### src/rtl/palette_threshold_mono_framebuffer_core_assert.svh
// ----------------------------------------------------------------------------
// palette_threshold_mono_framebuffer_core_assert
// Assertion macros shared by the framebuffer core modules.
// ----------------------------------------------------------------------------
// Each macro takes a label, the clock, the active-low reset and two expressions.
`ifndef PALETTE_THRESHOLD_MONO_FRAMEBUFFER_CORE_ASSERT_SVH
`define PALETTE_THRESHOLD_MONO_FRAMEBUFFER_CORE_ASSERT_SVH

// Consequent must hold in the same cycle as the antecedent.
`define PTMF_ASSERT_IMP(lbl, clk, rstn, ante, cons) \
    lbl: assert property (@(posedge clk) disable iff (!(rstn)) (ante) |-> (cons)) \
        else $error("ptmf: same-cycle check failed");

// Consequent must hold in the cycle after the antecedent.
`define PTMF_ASSERT_NEXT(lbl, clk, rstn, ante, cons) \
    lbl: assert property (@(posedge clk) disable iff (!(rstn)) (ante) |=> (cons)) \
        else $error("ptmf: next-cycle check failed");

`endif

### src/rtl/ptmf_pkg.sv
// ----------------------------------------------------------------------------
// ptmf_pkg
// Types, codes and helper functions for the mono framebuffer core.
// ----------------------------------------------------------------------------
package ptmf_pkg;

    // item operations
    localparam logic [1:0] OP_LOAD  = 2'd0;
    localparam logic [1:0] OP_DRAW  = 2'd1;
    localparam logic [1:0] OP_READ  = 2'd2;
    localparam logic [1:0] OP_FRAME = 2'd3;

    // transmit byte kinds
    localparam logic [1:0] KIND_START = 2'd0;
    localparam logic [1:0] KIND_LINE  = 2'd1;
    localparam logic [1:0] KIND_PIXEL = 2'd2;
    localparam logic [1:0] KIND_ZERO  = 2'd3;

    // configuration register indexes
    localparam logic [1:0] REG_TRANSPARENT = 2'd0;
    localparam logic [1:0] REG_BACKGROUND  = 2'd1;
    localparam logic [1:0] REG_TRANSP_ON   = 2'd2;
    localparam logic [1:0] REG_RESTORE     = 2'd3;

    typedef struct packed {
        logic [7:0] transparent_index;
        logic [7:0] background_index;
        logic       transparency_on;
        logic       restore_background;
    } cfg_t;

    typedef struct packed {
        logic [1:0]  operation;
        logic [7:0]  index_value;
        logic [15:0] color565;
        logic [8:0]  column;
        logic [7:0]  row;
        logic [13:0] read_address;
    } item_t;

    typedef struct packed {
        logic clear;
        logic capture;
        logic div;
        logic rem;
        logic fix;
        logic addr;
        logic fetch;
        logic exec;
    } cmd_t;

    typedef struct packed {
        logic       clear_done;
        logic       out_free;
    } sts_t;

    function automatic logic [7:0] reverse8(input logic [7:0] v);
        logic [7:0] r;
        for (int i = 0; i < 8; i++) begin
            r[i] = v[7-i];
        end
        return r;
    endfunction

    // red + 2*green + blue on a common scale, threshold at 512
    function automatic logic luma_bit(input logic [15:0] c);
        logic [9:0] sum;
        sum = {2'b00, c[15:11], 3'b000} + {1'b0, c[10:5], 3'b000}
            + {2'b00, c[4:0], 3'b000};
        return sum[9];
    endfunction

endpackage

### src/rtl/ptmf_ctrl.sv
// ----------------------------------------------------------------------------
// ptmf_ctrl
// Sequencer: clearing pass, then one item at a time through the datapath.
// ----------------------------------------------------------------------------
`include "palette_threshold_mono_framebuffer_core_assert.svh"

module ptmf_ctrl
    import ptmf_pkg::*;
(
    input  logic       aclk,
    input  logic       aresetn,
    input  logic       s_tvalid,
    input  logic [1:0] s_op,
    output logic       s_tready,
    input  sts_t       sts,
    output cmd_t       cmd
);

    localparam logic [2:0] ST_CLEAR = 3'd0;
    localparam logic [2:0] ST_IDLE  = 3'd1;
    localparam logic [2:0] ST_DIV   = 3'd2;
    localparam logic [2:0] ST_REM   = 3'd3;
    localparam logic [2:0] ST_FIX   = 3'd4;
    localparam logic [2:0] ST_ADDR  = 3'd5;
    localparam logic [2:0] ST_FETCH = 3'd6;
    localparam logic [2:0] ST_EXEC  = 3'd7;

    logic [2:0] state_reg;
    logic [2:0] state_next;
    logic       accept;

    assign s_tready = (state_reg == ST_IDLE);
    assign accept   = s_tvalid && s_tready;

    always_comb begin
        state_next = state_reg;
        cmd        = '0;
        case (state_reg)
            ST_CLEAR: begin
                cmd.clear = 1'b1;
                if (sts.clear_done) begin
                    state_next = ST_IDLE;
                end
            end
            ST_IDLE: begin
                if (accept) begin
                    cmd.capture = 1'b1;
                    case (s_op)
                        OP_DRAW: state_next = ST_ADDR;
                        OP_READ: state_next = ST_DIV;
                        default: state_next = ST_EXEC;
                    endcase
                end
            end
            ST_DIV: begin
                cmd.div    = 1'b1;
                state_next = ST_REM;
            end
            ST_REM: begin
                cmd.rem    = 1'b1;
                state_next = ST_FIX;
            end
            ST_FIX: begin
                cmd.fix    = 1'b1;
                state_next = ST_ADDR;
            end
            ST_ADDR: begin
                cmd.addr   = 1'b1;
                state_next = ST_FETCH;
            end
            ST_FETCH: begin
                cmd.fetch  = 1'b1;
                state_next = ST_EXEC;
            end
            ST_EXEC: begin
                // hold until the output register can take the result
                if (sts.out_free) begin
                    cmd.exec   = 1'b1;
                    state_next = ST_IDLE;
                end
            end
            default: state_next = ST_CLEAR;
        endcase
    end

    always_ff @(posedge aclk) begin
        if (!aresetn) begin
            state_reg <= ST_CLEAR;
        end else begin
            state_reg <= state_next;
        end
    end

    `PTMF_ASSERT_NEXT(a_accept_goes_busy, aclk, aresetn, accept, state_reg != ST_IDLE)
    `PTMF_ASSERT_IMP(a_capture_in_idle, aclk, aresetn, cmd.capture, state_reg == ST_IDLE)
    `PTMF_ASSERT_IMP(a_exec_out_free, aclk, aresetn, cmd.exec, sts.out_free)

endmodule

### config.mk
export PLATFORM = sky130hd
export DESIGN_NAME = ptmf_ctrl
export DESIGN_NICKNAME = d
export VERILOG_FILES = /design/src/rtl/ptmf_pkg.sv /design/src/rtl/ptmf_ctrl.sv
export VERILOG_INCLUDE_DIRS = /design/src /design/src/rtl
export SDC_FILE = /design/constraint.sdc
export NUM_CORES = 1
export LEC_CHECK = 0
export BUFFER_PORTS_ARGS = -buffer_cell sky130_fd_sc_hd__buf_4
export CAP_MARGIN = 20
export CORE_AREA = 2 2 39 41
export DETAILED_ROUTE_END_ITERATION = 6
export DIE_AREA = 0 0 41 43
export GPL_TIMING_DRIVEN = 0
export HOLD_SLACK_MARGIN = 0.06
export SYNTH_ARGS = -nofsm -noshare
export SYNTH_HDL_FRONTEND = slang
export SYNTH_SLANG_ARGS = --single-unit
### constraint.sdc
create_clock -name aclk -period 1.3 [get_ports aclk]
set_input_delay 0.065 -clock aclk [delete_from_list [all_inputs] [get_ports aclk]]
set_output_delay 0.065 -clock aclk [all_outputs]
set_load 0.01 [all_outputs]
==> results of run 1 <==
worst max-delay path by stage:
stage | end | slack, ns | cells after the start
finish | cmd[6] | 0.08 | 5
global route | cmd[6] | 0.005 | 5
CTS | cmd[6] | 0.04 | 5
detailed placement | state_reg[0] | 0.21 | 4
global placement | state_reg[1] | 0.20 | 5
floorplan | state_reg[1] | 0.26 | 4
power breakdown:
part / internal, W / total [W] / switching, W
Clock: 0.000116 / 0.000176 / 0.0000598
Combinational: 0.000156 / 0.000311 / 0.000155
Sequential: 0.000110 / 0.000122 / 0.0000123
Total: 0.000382 / 0.000609 / 0.000227
metrics by stage:
step / cell area, um2 / total power (W) / hold WS, ns / setup WS (ns)
CTS: 453 / 0.000606 / 0.108 / 0.0354
detailed placement: 427 / 0.000429 / 0.362 / 0.206
floorplan: 294 / 0.000329 / 0.231 / 0.260
global route: 459 / 0.000649 / 0.118 / 0.00499
finish: 459 / 0.000609 / 0.106 / 0.0790
global placement: 427 / 0.000427 / 0.365 / 0.198
cells by family (layout without fill, tap and decap cells):
logic type	Yosys count	after routing	share of synthesized area, %
AO/OA/AOI/OAI	7	7	17.0
buffers and inverters	5	24	12.8
flip-flops	3	3	20.4
AND/OR/NAND/NOR	21	21	49.8
worst max-delay path, stage by stage (launching register included):
cell	delay (ns)
dfxtp_1	0.32
buf_6	0.14
nand2b_2	0.10
nor2_2	0.11
and2_1	0.13
buf_4	0.11
routing by layer:
layer | vias to the layer above | part of all wire [%] | GRT usage, %
met5 | - | 0 | 0
met4 | 0 | 2.3 | 6.00
met3 | 2 | 7.0 | 1.57
met2 | 11 | 46 | 11.6
met1 | 131 | 44 | 11.9
li1 | 161 | - | -
synth_stat cells, drive strengths merged:
cell type	number
a211oi	1
a21o	1
a21oi	4
a31oi	1
and2	1
and3	2
buf	3
dfxtp	3
inv	2
nand2	2
nand2b	3
nor2	5
nor3	5
nor3b	2
nor4	1
placed cells by master, fill, tap and decap left out, drive strengths merged:
cell type  instances
a21oi              4
clkbuf             4
nand2b             3
a211oi             1
dfxtp              3
nor2               5
and2               1
nor3               5
a31oi              1
nor3b              2
a21o               1
inv                2
nor4               1
and3               2
buf               18
nand2              2
cell type report:
class / instances / area [um2]
Fill cell: 162 / 925
Multi-Input combinational cell: 28 / 199
Timing Repair Buffer: 15 / 113
Sequential cell: 3 / 60.1
Buffer: 3 / 33.8
Clock buffer: 4 / 26.3
Tap cell: 16 / 20.0
Inverter: 2 / 7.51
==> key figures, run 1 <==
Cells and area
  • Max reg flops: 3
  • Nets: 63
  • Cell Count, Final, Fillers Out: 71
  • Fraction of layout instances using a drive strength above 1: 56.4%
  • Finished Core Util: approximately a third
  • Synthesis-to-finish area growth: 56.2%
  • Ant. Diodes: 0

Yosys
  • Yosys reg bits: 3
  • Syn nets: 43
  • Syn Std Cell Area: 294 um2
  • Top-area cell type share of the netlist area: 20.4%
  • Syn Inst Count: 36
  • Synth warnings: 0
  • Ranking of synthesized cells by area: dfxtp_1 20%, nor3_2 10%, buf_6 7.7%
  • Count of different cell masters after synthesis: 21
  • Leading area contributor after synthesis: dfxtp_1
  • Mean post-synth cell area: 8.17 um2
  • Sequential fraction of the synthesis area: 20.4%

Route
  • 1st-pass router iterations: 4
  • Routed vias: 305
  • Antenna Nets Post-Route: 0
  • WL/cell: just under 10 um
  • Post-Route WL: roughly 700 um
  • Drc violations: 0
  • Vias/cell: 4.30
  • DRT iter0 DRCs: 5

Timing
  • Final setup violation count: 0
  • Worst-margin pin slew: 0.237 ns
  • Final Cycle Share: a little over nine tenths
  • Setup TNS Final: 0 ns
  • Post-Route Skew: 0.00503 ns
  • Final Max Slew Viols: 0
  • F_max: 819 MHz
  • Post-route minimum period: 1.22 ns
  • Worst slew margin: 84.1%
  • Final Hold Vio Count: 0
  • Unrepaired setup endpoints after global routing: no

Global route
  • Grt total ovfl: 0
  • Overall Global Routing Usage: 8.63%
  • Vias in the first global route: 260
  • Initial antenna violation count: 0
  • First-pass GRT wire length: ~1.0 mm
  • Largest net degree at the start of global routing: 11

CTS
  • CTS Root Cell: clkbuf_4
  • Clock sinks: 3
  • CTS buffer count: 3
  • Cts repair resizes: 0
  • Post CTS Setup Buffer Count: 0
  • Clk buf depth: 2
  • Worst-skew pair later-pin latency: 0.25 ns
  • Clk slew on worst S/H paths: 0.04 ns
  • H-tree levels: 1
  • TritonCTS clock tree: done
  • Cts hold-fix bufs: 0

Min path
  • Hold Path End: state_reg[2]
  • Worst hold start: aresetn
  • Hold Path Class: in -> reg
  • Hold depth: 2

Floorplanning
  • Std cell rows: 14
  • Die Y: 43 um
  • Die width: 41 um
  • Initial Utilization: 21.2%
  • I/O pin cnt: 16
  • Core Area: 0.00138 mm2
  • Total die area: around 0.0018 mm2

Place
  • Dpl hpwl: between 500 and 600 um
  • Gpl congestion: 0.714
  • Port Buffer Count: 15
  • Placed Cells: 67

Critical path
  • Required @ worst endpoint: 1.24 ns
  • Crit start category: flip-flop
  • RR Startpoint: state_reg[0]
  • R2r worst-path depth: 5
  • CP max FO: 8
  • Type of the worst setup path: reg -> out
  • RR Endpoint: state_reg[1]
  • Critical Path Start: state_reg[0]
  • Reg2Reg Setup Slack: 0.20 ns
  • Crit path capture type: output port
  • Worst EP arrival: 1.16 ns

Status
  • Outcome: complete, no violations

Power and ir drop
  • Max VDD drop: 0.000380 V
  • Pwr/cell area: 1330 mW/mm2
  • Leakage power: 0.206 nW

Flow run
  • Max cap viols: 0
Note: power is estimated with default switching activity, not from simulation.
==> run 2: changes to the inputs <==
Settings changed: SETUP_SLACK_MARGIN from default to 0.02.
Clock period 1.3 ns to 1.2 ns, I/O delays scaled along.
==> key figures, run 2 (same netlist as run 1, synthesis figures left out) <==
Status
  • Outcome: complete, no violations

Cells and area
  • Most frequent cells in the layout: 16 x buf_4, 3 x buf_6, 3 x a21oi_1, 3 x nor3_2, 3 x clkbuf_4
  • Finished Core Util: 36.4%
  • Ant. Diodes: 0
  • Fill cells: around 160
  • Cell Count, Final, Fillers Out: 73
  • Nets: 65
  • Multi-input logic area: 216 um2
  • FF+latch area: 65.1 um2
  • Commonest non-fill, non-tap cell in the layout: buf_4
  • Synthesis-to-finish area growth: 71.5%
  • Max reg flops: 3
  • Fraction of layout instances using a drive strength above 1: 66.7%

Timing
  • Final setup violation count: 0
  • Unrepaired setup endpoints after global routing: yes
  • F_max: 844 MHz
  • Worst-margin pin slew: 0.233 ns
  • Final Hold Vio Count: 0
  • Final Cycle Share: between 90% and 100%
  • Setup TNS Final: 0 ns
  • Worst slew margin: 84.4%
  • Setup slack after layout: 0.0156 ns
  • Final Max Slew Viols: 0
  • Post-Route Skew: 0.00472 ns
  • Post-route minimum period: 1.18 ns

Route
  • Drc violations: 0
  • Vias/cell: 4.49
  • WL/cell: 10.6 um
  • Routed vias: 328
  • 1st-pass router iterations: 4
  • Post-Route WL: 777 um
  • DRT iter0 DRCs: 7
  • Antenna Nets Post-Route: 0

Global route
  • Vias in the first global route: 290
  • GR Util met2: about 14%
  • Grt total ovfl: 0
  • Largest net degree at the start of global routing: 11
  • Initial antenna violation count: 0
  • Overall Global Routing Usage: 9.23%
  • First-pass GRT wire length: 1.10 mm
  • Met1 global-route usage: ~12%
  • Met3 usage: 1.57%
  • GR peak layer: met2

Place
  • Gpl congestion: ~0.7
  • Dpl hpwl: around 500 um
  • Placed Cells: 67
  • Port Buffer Count: 15
  • Setup WS pre-CTS: 0.106 ns

Floorplanning
  • Die Y: between 40 and 50 um
  • I/O pin cnt: 16
  • Initial Utilization: 21.2%
  • Total die area: 0.00176 mm2
  • Die width: 41 um
  • Std cell rows: 14
  • Core Area: 0.00138 mm2

Power and ir drop
  • Sw Share: approximately 36%
  • Design Power: 0.000712 W
  • Clock Power Share: between 20% and 30%
  • Pwr/cell area: 1410 mW/mm2
  • Reg power frac: 19.3%
  • Leakage power: ~0.22 nW
  • Sw power: around 0.00026 W
  • Cell Int Power: 0.000452 W
  • Max VDD drop: between 0.0004 and 0.0005 V
  • Logic pwr share: 55.1%

CTS
  • CTS Root Cell: clkbuf_4
  • Clock sinks: 3
  • TritonCTS clock tree: done
  • H-tree levels: 1
  • Worst-skew pair later-pin latency: between 0.2 and 0.25 ns
  • Clk buf depth: 2
  • Cts hold-fix bufs: 0
  • CTS buffer count: 3
  • Clk slew on worst S/H paths: 0.04 ns

Critical path
  • Max incr delay on CP: 0.31 ns
  • Reg2Reg Setup Slack: 0.11 ns
  • Crit path capture type: output port
  • Worst EP arrival: between 1 and 1.5 ns
  • Most used cell, CP: buf_6
  • Crit start category: flip-flop
  • CP cell instances: buf_6 -> nand2b_4 -> nor2_4 -> and2_4 -> buf_6
  • Required @ worst endpoint: 1.14 ns
  • Critical-path top delay cell: dfxtp_2
  • Type of the worst setup path: reg -> out
  • CP max FO: 8

Min path
  • Hold Path Class: in -> reg

Flow run
  • Max cap viols: 0
-- run 2: cell type report --
type / instances / area share [%]
Inverter: 2 / 1.49
Tap cell: 16 / 3.97
Multi-Input combinational cell: 28 / 42.9
Clock buffer: 4 / 5.21
Timing Repair Buffer: 17 / 26.1
Sequential cell: 3 / 12.9
Buffer: 3 / 7.44
-- run 2: power by group through the flow --
stage	clock [W]	combinational, W	sequential, W
finish	0.000182	0.000392	0.000137
global route	0.000196	0.000427	0.000140
CTS	0.000193	0.000349	0.000134
detailed placement	0	0.000332	0.000133
global placement	0	0.000331	0.000132
floorplan	0	0.000225	0.000131
-- run 2: worst max-delay path, delay by kind of cell, from the launching register on --
kind / cells / cell delay (ns)
and+or+nand+nor: 3 / 0.36
DFF: 1 / 0.31
buffers and inverters: 2 / 0.22
-- run 2: metal layers --
metal / part of all wire, % / vias up / wire (um)
met1: 40 / 146 / 314
met5: 0 / - / 0
met3: 6.3 / 2 / 49
met4: 0.77 / 0 / 6
met2: 52 / 13 / 406
li1: - / 167 / -
-- run 2: what timing repair did --
| action | in CTS | in global routing |
|---|---|---|
| endpoints found under the setup margin | 2 | 4 |
| setup buffers | 0 | 2 |
| resized for setup | 5 | 7 |
| cloned | 0 | 0 |
| pin swaps | 0 | 1 |
-- run 2: worst paths after layout --
kind                start            to  cells past startpoint
min               aresetn  state_reg[2]                      2
min reg2reg  state_reg[0]  state_reg[0]                      2
max          state_reg[0]        cmd[6]                      5
max reg2reg  state_reg[0]  state_reg[0]                      4
-- run 2: through the flow --
stage                     cell area [um2]  hold slack (ns)
after global routing                  504            0.105
after floorplan                       294            0.224
after CTS                             468           0.0952
after global placement                427            0.360
final                                 504           0.0998
after detailed placement              427            0.357
