### config.mk
export PLATFORM = sky130hd
export DESIGN_NAME = ptmf_cfg
export DESIGN_NICKNAME = d
export VERILOG_FILES = /design/src/rtl/palette_threshold_mono_framebuffer_core_assert.svh /design/src/rtl/ptmf_pkg.sv /design/src/rtl/ptmf_cfg.sv
export SDC_FILE = /design/constraint.sdc
export NUM_CORES = 1
export LEC_CHECK = 0
export ABC_AREA = 1
export BUFFER_PORTS_ARGS = -buffer_cell sky130_fd_sc_hd__buf_2
export CORE_ASPECT_RATIO = 0.5
export CORE_UTILIZATION = 30
export CTS_CLUSTER_SIZE = 10
export DETAILED_ROUTE_END_ITERATION = 6
export GPL_ROUTABILITY_DRIVEN = 0
export MAX_ROUTING_LAYER = met4
export PLACE_DENSITY = 0.72
export SYNTH_ARGS = -nofsm -noshare
export SYNTH_HDL_FRONTEND = slang
export SYNTH_SLANG_ARGS = --single-unit
### constraint.sdc
create_clock -name aclk -period 0.89 [get_ports aclk]
set_input_delay 0.178 -clock aclk [delete_from_list [all_inputs] [get_ports aclk]]
set_output_delay 0.178 -clock aclk [all_outputs]
set_load 0.03 [all_outputs]
### src/rtl/palette_threshold_mono_framebuffer_core_assert.svh
// ----------------------------------------------------------------------------
// palette_threshold_mono_framebuffer_core_assert
// Assertion macros shared by the framebuffer core modules.
// ----------------------------------------------------------------------------
// Each macro takes a label, the clock, the active-low reset and two expressions.
`ifndef PALETTE_THRESHOLD_MONO_FRAMEBUFFER_CORE_ASSERT_SVH
`define PALETTE_THRESHOLD_MONO_FRAMEBUFFER_CORE_ASSERT_SVH

// Consequent must hold in the same cycle as the antecedent.
`define PTMF_ASSERT_IMP(lbl, clk, rstn, ante, cons) \
    lbl: assert property (@(posedge clk) disable iff (!(rstn)) (ante) |-> (cons)) \
        else $error("ptmf: same-cycle check failed");

// Consequent must hold in the cycle after the antecedent.
`define PTMF_ASSERT_NEXT(lbl, clk, rstn, ante, cons) \
    lbl: assert property (@(posedge clk) disable iff (!(rstn)) (ante) |=> (cons)) \
        else $error("ptmf: next-cycle check failed");

`endif

### src/rtl/ptmf_pkg.sv
// ----------------------------------------------------------------------------
// ptmf_pkg
// Types, codes and helper functions for the mono framebuffer core.
// ----------------------------------------------------------------------------
package ptmf_pkg;

    // item operations
    localparam logic [1:0] OP_LOAD  = 2'd0;
    localparam logic [1:0] OP_DRAW  = 2'd1;
    localparam logic [1:0] OP_READ  = 2'd2;
    localparam logic [1:0] OP_FRAME = 2'd3;

    // transmit byte kinds
    localparam logic [1:0] KIND_START = 2'd0;
    localparam logic [1:0] KIND_LINE  = 2'd1;
    localparam logic [1:0] KIND_PIXEL = 2'd2;
    localparam logic [1:0] KIND_ZERO  = 2'd3;

    // configuration register indexes
    localparam logic [1:0] REG_TRANSPARENT = 2'd0;
    localparam logic [1:0] REG_BACKGROUND  = 2'd1;
    localparam logic [1:0] REG_TRANSP_ON   = 2'd2;
    localparam logic [1:0] REG_RESTORE     = 2'd3;

    typedef struct packed {
        logic [7:0] transparent_index;
        logic [7:0] background_index;
        logic       transparency_on;
        logic       restore_background;
    } cfg_t;

    typedef struct packed {
        logic [1:0]  operation;
        logic [7:0]  index_value;
        logic [15:0] color565;
        logic [8:0]  column;
        logic [7:0]  row;
        logic [13:0] read_address;
    } item_t;

    typedef struct packed {
        logic clear;
        logic capture;
        logic div;
        logic rem;
        logic fix;
        logic addr;
        logic fetch;
        logic exec;
    } cmd_t;

    typedef struct packed {
        logic       clear_done;
        logic       out_free;
    } sts_t;

    function automatic logic [7:0] reverse8(input logic [7:0] v);
        logic [7:0] r;
        for (int i = 0; i < 8; i++) begin
            r[i] = v[7-i];
        end
        return r;
    endfunction

    // red + 2*green + blue on a common scale, threshold at 512
    function automatic logic luma_bit(input logic [15:0] c);
        logic [9:0] sum;
        sum = {2'b00, c[15:11], 3'b000} + {1'b0, c[10:5], 3'b000}
            + {2'b00, c[4:0], 3'b000};
        return sum[9];
    endfunction

endpackage

### src/rtl/ptmf_cfg.sv
// ----------------------------------------------------------------------------
// ptmf_cfg
// APB register file holding the transparency and background settings.
// ----------------------------------------------------------------------------
module ptmf_cfg
    import ptmf_pkg::*;
(
    input  logic        aclk,
    input  logic        aresetn,
    input  logic        psel,
    input  logic        penable,
    input  logic        pwrite,
    input  logic [3:0]  paddr,
    input  logic [31:0] pwdata,
    output logic [31:0] prdata,
    output logic        pready,
    output cfg_t        cfg
);

    cfg_t       cfg_reg;
    logic       wr_en;
    logic [1:0] reg_sel;

    assign pready  = 1'b1;
    assign reg_sel = paddr[3:2];
    assign wr_en   = psel && penable && pwrite;

    always_ff @(posedge aclk) begin
        if (!aresetn) begin
            cfg_reg <= '0;
        end else if (wr_en) begin
            case (reg_sel)
                REG_TRANSPARENT: cfg_reg.transparent_index  <= pwdata[7:0];
                REG_BACKGROUND:  cfg_reg.background_index   <= pwdata[7:0];
                REG_TRANSP_ON:   cfg_reg.transparency_on    <= pwdata[0];
                REG_RESTORE:     cfg_reg.restore_background <= pwdata[0];
                default: ;
            endcase
        end
    end

    always_comb begin
        case (reg_sel)
            REG_TRANSPARENT: prdata = {24'd0, cfg_reg.transparent_index};
            REG_BACKGROUND:  prdata = {24'd0, cfg_reg.background_index};
            REG_TRANSP_ON:   prdata = {31'd0, cfg_reg.transparency_on};
            REG_RESTORE:     prdata = {31'd0, cfg_reg.restore_background};
            default:         prdata = 32'd0;
        endcase
    end

    assign cfg = cfg_reg;

endmodule

==> flow_metrics.tcl, run 1 <==
set metrics [dict create \
    status "complete, but fails checks" \
    violations "negative setup slack" \
    dp_cells 261 \
    clock_power_share 0.329 \
    place_hpwl_microns 1740 \
    p_switching_uw 629 \
    p_per_area_nw_per_um2 1130 \
    seqPwrFrac 0.413 \
    drv_cap 0 \
    cp-start-kind "flop" \
    drc 0 \
    io_buffer_count 40 \
    syn_inst 158 \
    ys_types 16 \
    initial_core_util 0.317 \
    cts_root_buf "clkbuf_8" \
    num_vias 1161 \
    critical_path.endpoint_type "output port" \
    layout_commonest_cell "buf_6" \
    drtIter0Drc 26 \
    period_needed_ps 1140 \
    whs_path_depth 5 \
    worst_r2r_path_depth 4 \
    r2r-start "cfg[4]" \
    clock.fmax_mhz 875 \
    max-vdd-ir-drop_uv 378 \
    track_usage 0.144 \
    die_x_microns 87.4 \
    critPathRequiredTime_ps 710 \
    hold_buffers 0 \
    p_total_mw 2.04 \
    layout-drive-gt1-share 0.480 \
    grt_overflow_total 0 \
    die_area_sq_um 3910 \
    die-height_microns 44.7 \
    fin_cells 280 \
    pwr-share-comb 0.258 \
    reg2reg_setup_slack_ps 90 \
    path_class "reg2out" \
    postSynthAreaPerCell_sq_um 6.92 \
    p_leak_nw 0.930 \
    final_cell_mix "40 x buf_6, 36 x nor2_1, 26 x nand2_1, 25 x conb_1, 22 x buf_4" \
    core_sq_um 3450 \
    grt_pass1_vias 958 \
    wl_per_cell_microns 10.1 \
    switching_share 0.309 \
    cts_max_level 1 \
    netlist_area_sq_um 1090 \
    antenna_found_initial 0 \
    r2r_end "cfg[4]" \
    rsz0062_at_grt "true" \
    finalHoldViolations 0 \
    arrival_ps 960 \
    cts_sinks 18 \
    clk_path_buf_depth 2 \
    postRouteAntennaNets 0 \
    cts_buffers 3 \
    nets 271 \
    grt_pass1_wl_microns 4080 \
    clk_pin_slew_ps 70 \
    antennaDiodeCount 0 \
    fin_worst_skew_ps 0 \
    drv_slew 0 \
    min_path_type "in2reg" \
    vias_per_cell 4.15 \
    min_to "cfg[8]" \
    timing.final.crit_share 1.28 \
    pin_count 92 \
    rows 15 \
    internal_power_mw 1.41 \
    worstPathMaxFanout 2 \
    setup_viol 26 \
    largest_reg_flops 18 \
    cts_tree "yes" \
    place_ws_ps -330 \
    routed_wl_microns 2840 \
    setup_slack_ps -253 \
    yosys_warnings 0 \
    ys_seq_elements 18 \
    worstHoldStart "pwdata[6]" \
    grt_max_degree 21 \
    syn2layout_area_growth_pct 65.3 \
    yosysSeqAreaShare 0.330 \
    dr.pass1.iters 4 \
    clk_latency_ps 260 \
]
==> repair_timing <==
| item | 4_1_cts | 5_1_grt |
|---|---|---|
| gates resized for setup | 56 | 17 |
| hold endpoints to repair | 0 | 0 |
| endpoints found under the setup margin | 26 | 29 |
| setup buffers | 11 | 4 |
| pin swaps | 12 | 5 |
==> power by group through the flow <==
stage / combinational, mW / clock, mW / sequential, mW
3_3_place_gp: 0.423 / 0 / 0.855
6_report: 0.526 / 0.669 / 0.841
4_1_cts: 0.496 / 0.691 / 0.839
5_1_grt: 0.564 / 0.723 / 0.843
3_5_place_dp: 0.427 / 0 / 0.856
2_1_floorplan: 0.366 / 0 / 0.892
==> layer usage <==
metal	vias up	wire (microns)	track usage
met5	-	0	-
met4	0	38	0.0492
met3	4	149	0.0329
met2	40	1470	0.269
met1	527	1180	0.156
li1	590	-	-
==> worst max path at each step <==
| stage | startpoint | to | slack [ps] | cells after the start |
|---|---|---|---|---|
| 2_1_floorplan | paddr[2] | prdata[0] | -100 | 5 |
| 3_3_place_gp | paddr[2] | prdata[6] | -310 | 5 |
| 3_5_place_dp | paddr[2] | prdata[0] | -330 | 6 |
| 4_1_cts | cfg[11] | prdata[1] | -240 | 2 |
| 5_1_grt | cfg[14] | prdata[4] | -270 | 2 |
| 6_report | cfg[14] | prdata[4] | -250 | 2 |
==> stage by stage <==
stage | area (sq um) | TNS [ps] | hold WS [ps] | util
after floorplan | 1210 | -148 | 408 | -
after CTS | 1720 | -3610 | 245 | 0.498
final | 1810 | -3390 | 253 | 0.524
after detailed placement | 1390 | -5880 | 480 | 0.403
after global routing | 1810 | -4060 | 273 | 0.524
after global placement | 1390 | -5490 | 471 | 0.403
==> cells by family after synthesis <==
family / after synthesis / synth area share
compound gates: 9 / 0.0652
simple gates: 86 / 0.342
other cells: 2 / 0.00687
buf+inv: 43 / 0.256
flops: 18 / 0.330
==> Yosys cell counts <==
library cell	n	share of area
nor2_1	36	0.12
buf_4	26	0.18
nand2_1	26	0.089
nand3_1	19	0.087
dfxtp_1	18	0.33
inv_1	10	0.034
a22o_1	7	0.056
buf_2	3	0.014
nor2_4	3	0.031
a21oi_1	2	0.0092
conb_1	2	0.0069
inv_2	2	0.0069
buf_6	1	0.010
clkbuf_8	1	0.013
nand4_1	1	0.0057
nor2_2	1	0.0057
==> worst max-delay path, cell delays in order, from the launching register on <==
cell     delay [ps]
dfxtp_2         330
a22o_4          240
buf_6           130
==> final cells by class <==
class                           count  area (sq um)
Clock buffer                        4          55.1
Inverter                           12          47.5
Timing Repair Buffer               75           696
Tap cell                           51          63.8
Sequential cell                    18           383
Multi-Input combinational cell    120           563
Fill cell                         309          1650
Note: power is estimated with default switching activity, not from simulation.
==> run 2, diff against run 1 <==
Settings changed: RECOVER_POWER set to 50, SKIP_LAST_GASP set to 1.
==> run 2 against run 1 <==
The flow still finishes with violations (negative setup slack); register-to-register slack hardly changed; final cell count unchanged; sequential power barely moved; setup slack better by 0.87 ps; critical path depth unchanged; worst hold slack better by 0.66 ps; non-clock buffer count unchanged; first-iteration DRC count is 15% higher; cell area is 0.21% lower; die area did not move; sequential share of layout area barely moved; largest power group unchanged; highest routed layer unchanged.
==> flow_metrics.tcl, run 2 (same netlist as run 1, synthesis figures left out) <==
set metrics [dict create \
    drc 0 \
    grt_pass1_vias 954 \
    track_usage 0.144 \
    dp_cells 261 \
    routed_wl_microns 2840 \
    rsz0062_at_grt "true" \
    cts_tree "yes" \
    min_path_type "in2reg" \
    antenna_found_initial 0 \
    io_buffer_count 40 \
    setup_tns_ps -3420 \
    antennaDiodeCount 0 \
    max-vdd-ir-drop_uv 376 \
    die_area_sq_um 3910 \
    place_hpwl_microns 1740 \
    cts_max_level 1 \
    dpl_cell_area_sq_um 1390 \
    arrival_ps 960 \
    die-height_microns 44.7 \
    finalHoldViolations 0 \
    design_area_sq_um 1800 \
    clk_pin_slew_ps 70 \
    core_sq_um 3450 \
    violations "negative setup slack" \
    cts_sinks 18 \
    grt_overflow_total 0 \
    period_needed_ps 1140 \
    syn2layout_area_growth_pct 65.0 \
    clk_latency_ps 260 \
    cp-start-kind "flop" \
    status "complete, but fails checks" \
    pin_count 92 \
    final_cell_mix "40 x buf_6, 36 x nor2_1, 26 x nand2_1, 25 x conb_1, 21 x buf_4" \
    p_leak_nw 0.927 \
    worstPathMaxFanout 2 \
    setup_slack_ps -252 \
    final_core_util 0.522 \
    cts_root_buf "clkbuf_8" \
    vias_per_cell 4.13 \
    nets 271 \
    grt_max_degree 21 \
    drtIter0Drc 30 \
    p_per_area_nw_per_um2 1130 \
    grt_pass1_wl_microns 4080 \
    critPathRequiredTime_ps 710 \
    layout-drive-gt1-share 0.476 \
    fill_cells 311 \
    layout_commonest_cell "buf_6" \
    clock.fmax_mhz 876 \
    cts_buffers 3 \
    postRouteAntennaNets 0 \
    setup_viol 26 \
    critical_path.endpoint_type "output port" \
    initial_core_util 0.317 \
    dr.pass1.iters 4 \
    place_ws_ps -330 \
    fin_cells 280 \
    rows 15 \
    num_vias 1156 \
    wl_per_cell_microns 10.2 \
    fin_worst_skew_ps 0 \
    clk_path_buf_depth 2 \
    die_x_microns 87.4 \
    drv_slew 0 \
    path_class "reg2out" \
    timing.final.crit_share 1.28 \
    largest_reg_flops 18 \
    drv_cap 0 \
]
[run 2: changes by cell type in the layout (fill, tap and decap cells not counted), sizes merged]
cell    before  now
buf         75   74
clkbuf       4    5
[run 2: path summary, 6_finish.rpt]
path / cells after the start / from / end / slack (ps)
worst min register to register: 2 / cfg[2] / cfg[2] / 510
worst max-delay path: 2 / cfg[14] / prdata[4] / -250
worst max register to register: 4 / cfg[4] / cfg[4] / 90
worst min-delay path: 5 / pwdata[6] / cfg[8] / 250
[run 2: per-layer routing]
metal	wire, microns	global-route usage	vias up
met4	38	0.0492	0
met2	1470	0.269	45
met1	1170	0.156	516
met5	0	-	-
met3	163	0.0329	4
li1	-	-	591
[run 2: what timing repair did]
item,4_1_cts,5_1_grt
hold buffers,0,0
pin swaps,9,5
gates resized for setup,55,18
setup buffers,11,4
endpoints found under the setup margin,26,29
[run 2: layout make-up]
type	count	area, sq um	share of cell area
Multi-Input combinational cell	120	563	0.312
Timing Repair Buffer	75	692	0.383
Sequential cell	18	383	0.212
Clock buffer	4	55.1	0.0305
Inverter	12	47.5	0.0264
Tap cell	51	63.8	0.0354
[run 2: worst max-delay path, cell delays in order (launching register included)]
cell     delay [ps]
dfxtp_2         330
a22o_4          240
buf_6           130
[run 2: where the power goes]
group	switching (mW)	internal, mW	total [mW]
clock network	0.276	0.394	0.670
registers	0.0148	0.826	0.841
logic	0.338	0.186	0.524
total	0.629	1.41	2.04
[run 2: stage by stage]
stage	power, mW	hold WS [ps]
after floorplan	1.26	408
after global placement	1.28	471
after detailed placement	1.28	480
after CTS	2.02	245
after global routing	2.13	274
final	2.04	254
==> run 3, diff against run 2 <==
Settings changed: CORE_UTILIZATION 30 to 35, CTS_BUF_LIST set to sky130_fd_sc_hd__clkbuf_4 sky130_fd_sc_hd__clkbuf_8 sky130_fd_sc_hd__clkbuf_16, PLACE_DENSITY 0.72 to 0.81, RECOVER_POWER 50 to unset.
==> run 3 against run 2 <==
The flow still finishes with violations (negative setup slack); cell area increased by 2.3%; critical path type unchanged; first-iteration DRC count increased to 7.8 times the previous value; clock power increased by 0.6%; register-to-register slack got worse by 100 ps; fmax fell by 2.2%; clock skew is the same; worst hold slack gained 49 ps; via count grew 23%; highest routed layer unchanged; count of clock-buffer cells in the layout did not move; core utilization rose by 14 points.
==> flow_metrics.tcl, run 3 (same netlist as run 1, synthesis figures left out) <==
set metrics [dict create \
    status "complete, but fails checks" \
    violations "negative setup slack" \
    drv_slew 0 \
    setup_slack_ps -278 \
    syn2layout_area_growth_pct 68.8 \
    core_sq_um 2780 \
    setup_viol 35 \
    drc 0 \
    fin_worst_skew_ps 0 \
    p_leak_nw 0.936 \
    nets 270 \
    final_cell_mix "40 x buf_6, 35 x nor2_1, 25 x conb_1, 24 x nand2_1, 19 x buf_4" \
    timing.final.crit_share 1.31 \
    place_hpwl_microns 1870 \
    internal_power_mw 1.43 \
    cp-start-kind "flop" \
    p_switching_uw 688 \
    rsz0062_at_grt "true" \
    pwr-share-comb 0.283 \
    critical_path.endpoint_type "output port" \
    cts_sinks 18 \
    slowest_stage "dfxtp_2" \
    layout_commonest_cell "buf_6" \
    postRouteAntennaNets 0 \
    path_class "reg2out" \
    min_path_type "in2reg" \
    cpLargestDelayFamily "flip-flops" \
    setup_tns_ps -4300 \
    cp_slowest_stage_delay_ps 340 \
    max-vdd-ir-drop_uv 498 \
    cts_root_buf "clkbuf_8" \
    clk_pin_slew_ps 70 \
    antenna_found_initial 0 \
    seqPwrFrac 0.398 \
    drtIter0Drc 234 \
    vias_per_cell 5.36 \
    p_total_mw 2.12 \
    initial_core_util 0.393 \
    cts_tree "yes" \
    grt_pass1_vias 1106 \
    crit_chain "a22o_2, buf_6" \
    period_needed_ps 1170 \
    antennaDiodeCount 0 \
    hold_ws_ps 303 \
    die_x_microns 81.1 \
    clock_power_share 0.319 \
    worstPathMaxFanout 2 \
    dr.pass1.iters 6 \
    finalHoldViolations 0 \
    design_area_sq_um 1850 \
    grt_pass1_wl_microns 5220 \
    num_vias 1421 \
    die-height_microns 41.5 \
    fin_cells 265 \
    cts_buffers 3 \
    clock.fmax_mhz 856 \
    dpl_cell_area_sq_um 1370 \
    pin_count 92 \
    largest_reg_flops 18 \
    io_buffer_count 40 \
    grt_max_degree 19 \
    rows 13 \
    cts_max_level 1 \
    wl_per_cell_microns 16.5 \
    clk_latency_ps 260 \
    routed_wl_microns 4370 \
    dp_cells 247 \
    final_core_util 0.664 \
    die_area_sq_um 3370 \
    critical_path_buf_inv_count 1 \
    clk_path_buf_depth 2 \
    switching_share 0.325 \
    track_usage 0.209 \
    critPathRequiredTime_ps 710 \
    grt_overflow_total 0 \
    arrival_ps 990 \
    layout-drive-gt1-share 0.504 \
    p_per_area_nw_per_um2 1150 \
    place_ws_ps -330 \
    drv_cap 0 \
]
[run 3: power by group through the flow]
stage	Clock [mW]	Combinational (mW)	Sequential, mW
global route	0.718	0.624	0.844
detailed placement	0	0.429	0.855
floorplan	0	0.366	0.892
global placement	0	0.422	0.854
CTS	0.673	0.502	0.838
finish	0.674	0.599	0.842
[run 3: repair_timing]
action,CTS,global route
setup buffers,12,3
gates resized for setup,55,27
setup endpoints to repair,27,34
pin swaps,10,5
endpoints found under the hold margin,0,0
cloned,0,1
hold buffers,0,0
[run 3: final timing paths]
| check | endpoint | startpoint | slack (ps) | cells after the start |
|---|---|---|---|---|
| setup / recovery | prdata[3] | cfg[13] | -280 | 2 |
| hold / removal | cfg[14] | pwdata[4] | 300 | 5 |
| setup reg to reg | cfg[8] | cfg[8] | -10 | 4 |
| hold reg to reg | cfg[6] | cfg[6] | 510 | 2 |
[run 3: cell type report]
| type | count | area, sq um |
|---|---|---|
| clock buffers | 4 | 55.1 |
| fillers | 184 | 936 |
| inverters | 12 | 47.5 |
| well taps | 37 | 46.3 |
| repair buffers | 74 | 713 |
| multi-input cells | 120 | 601 |
| flip-flops and latches | 18 | 383 |
[run 3: worst min-delay path: stages]
cell	delay, ps
buf_2	80
inv_1	50
nand3_1	80
nand2_1	60
nor2_1	80
[run 3: layer usage]
layer,part of all wire,GRT usage
met1,0.37,0.250
met2,0.46,0.343
met3,0.12,0.0396
met4,0.051,0.0893
met5,0,-
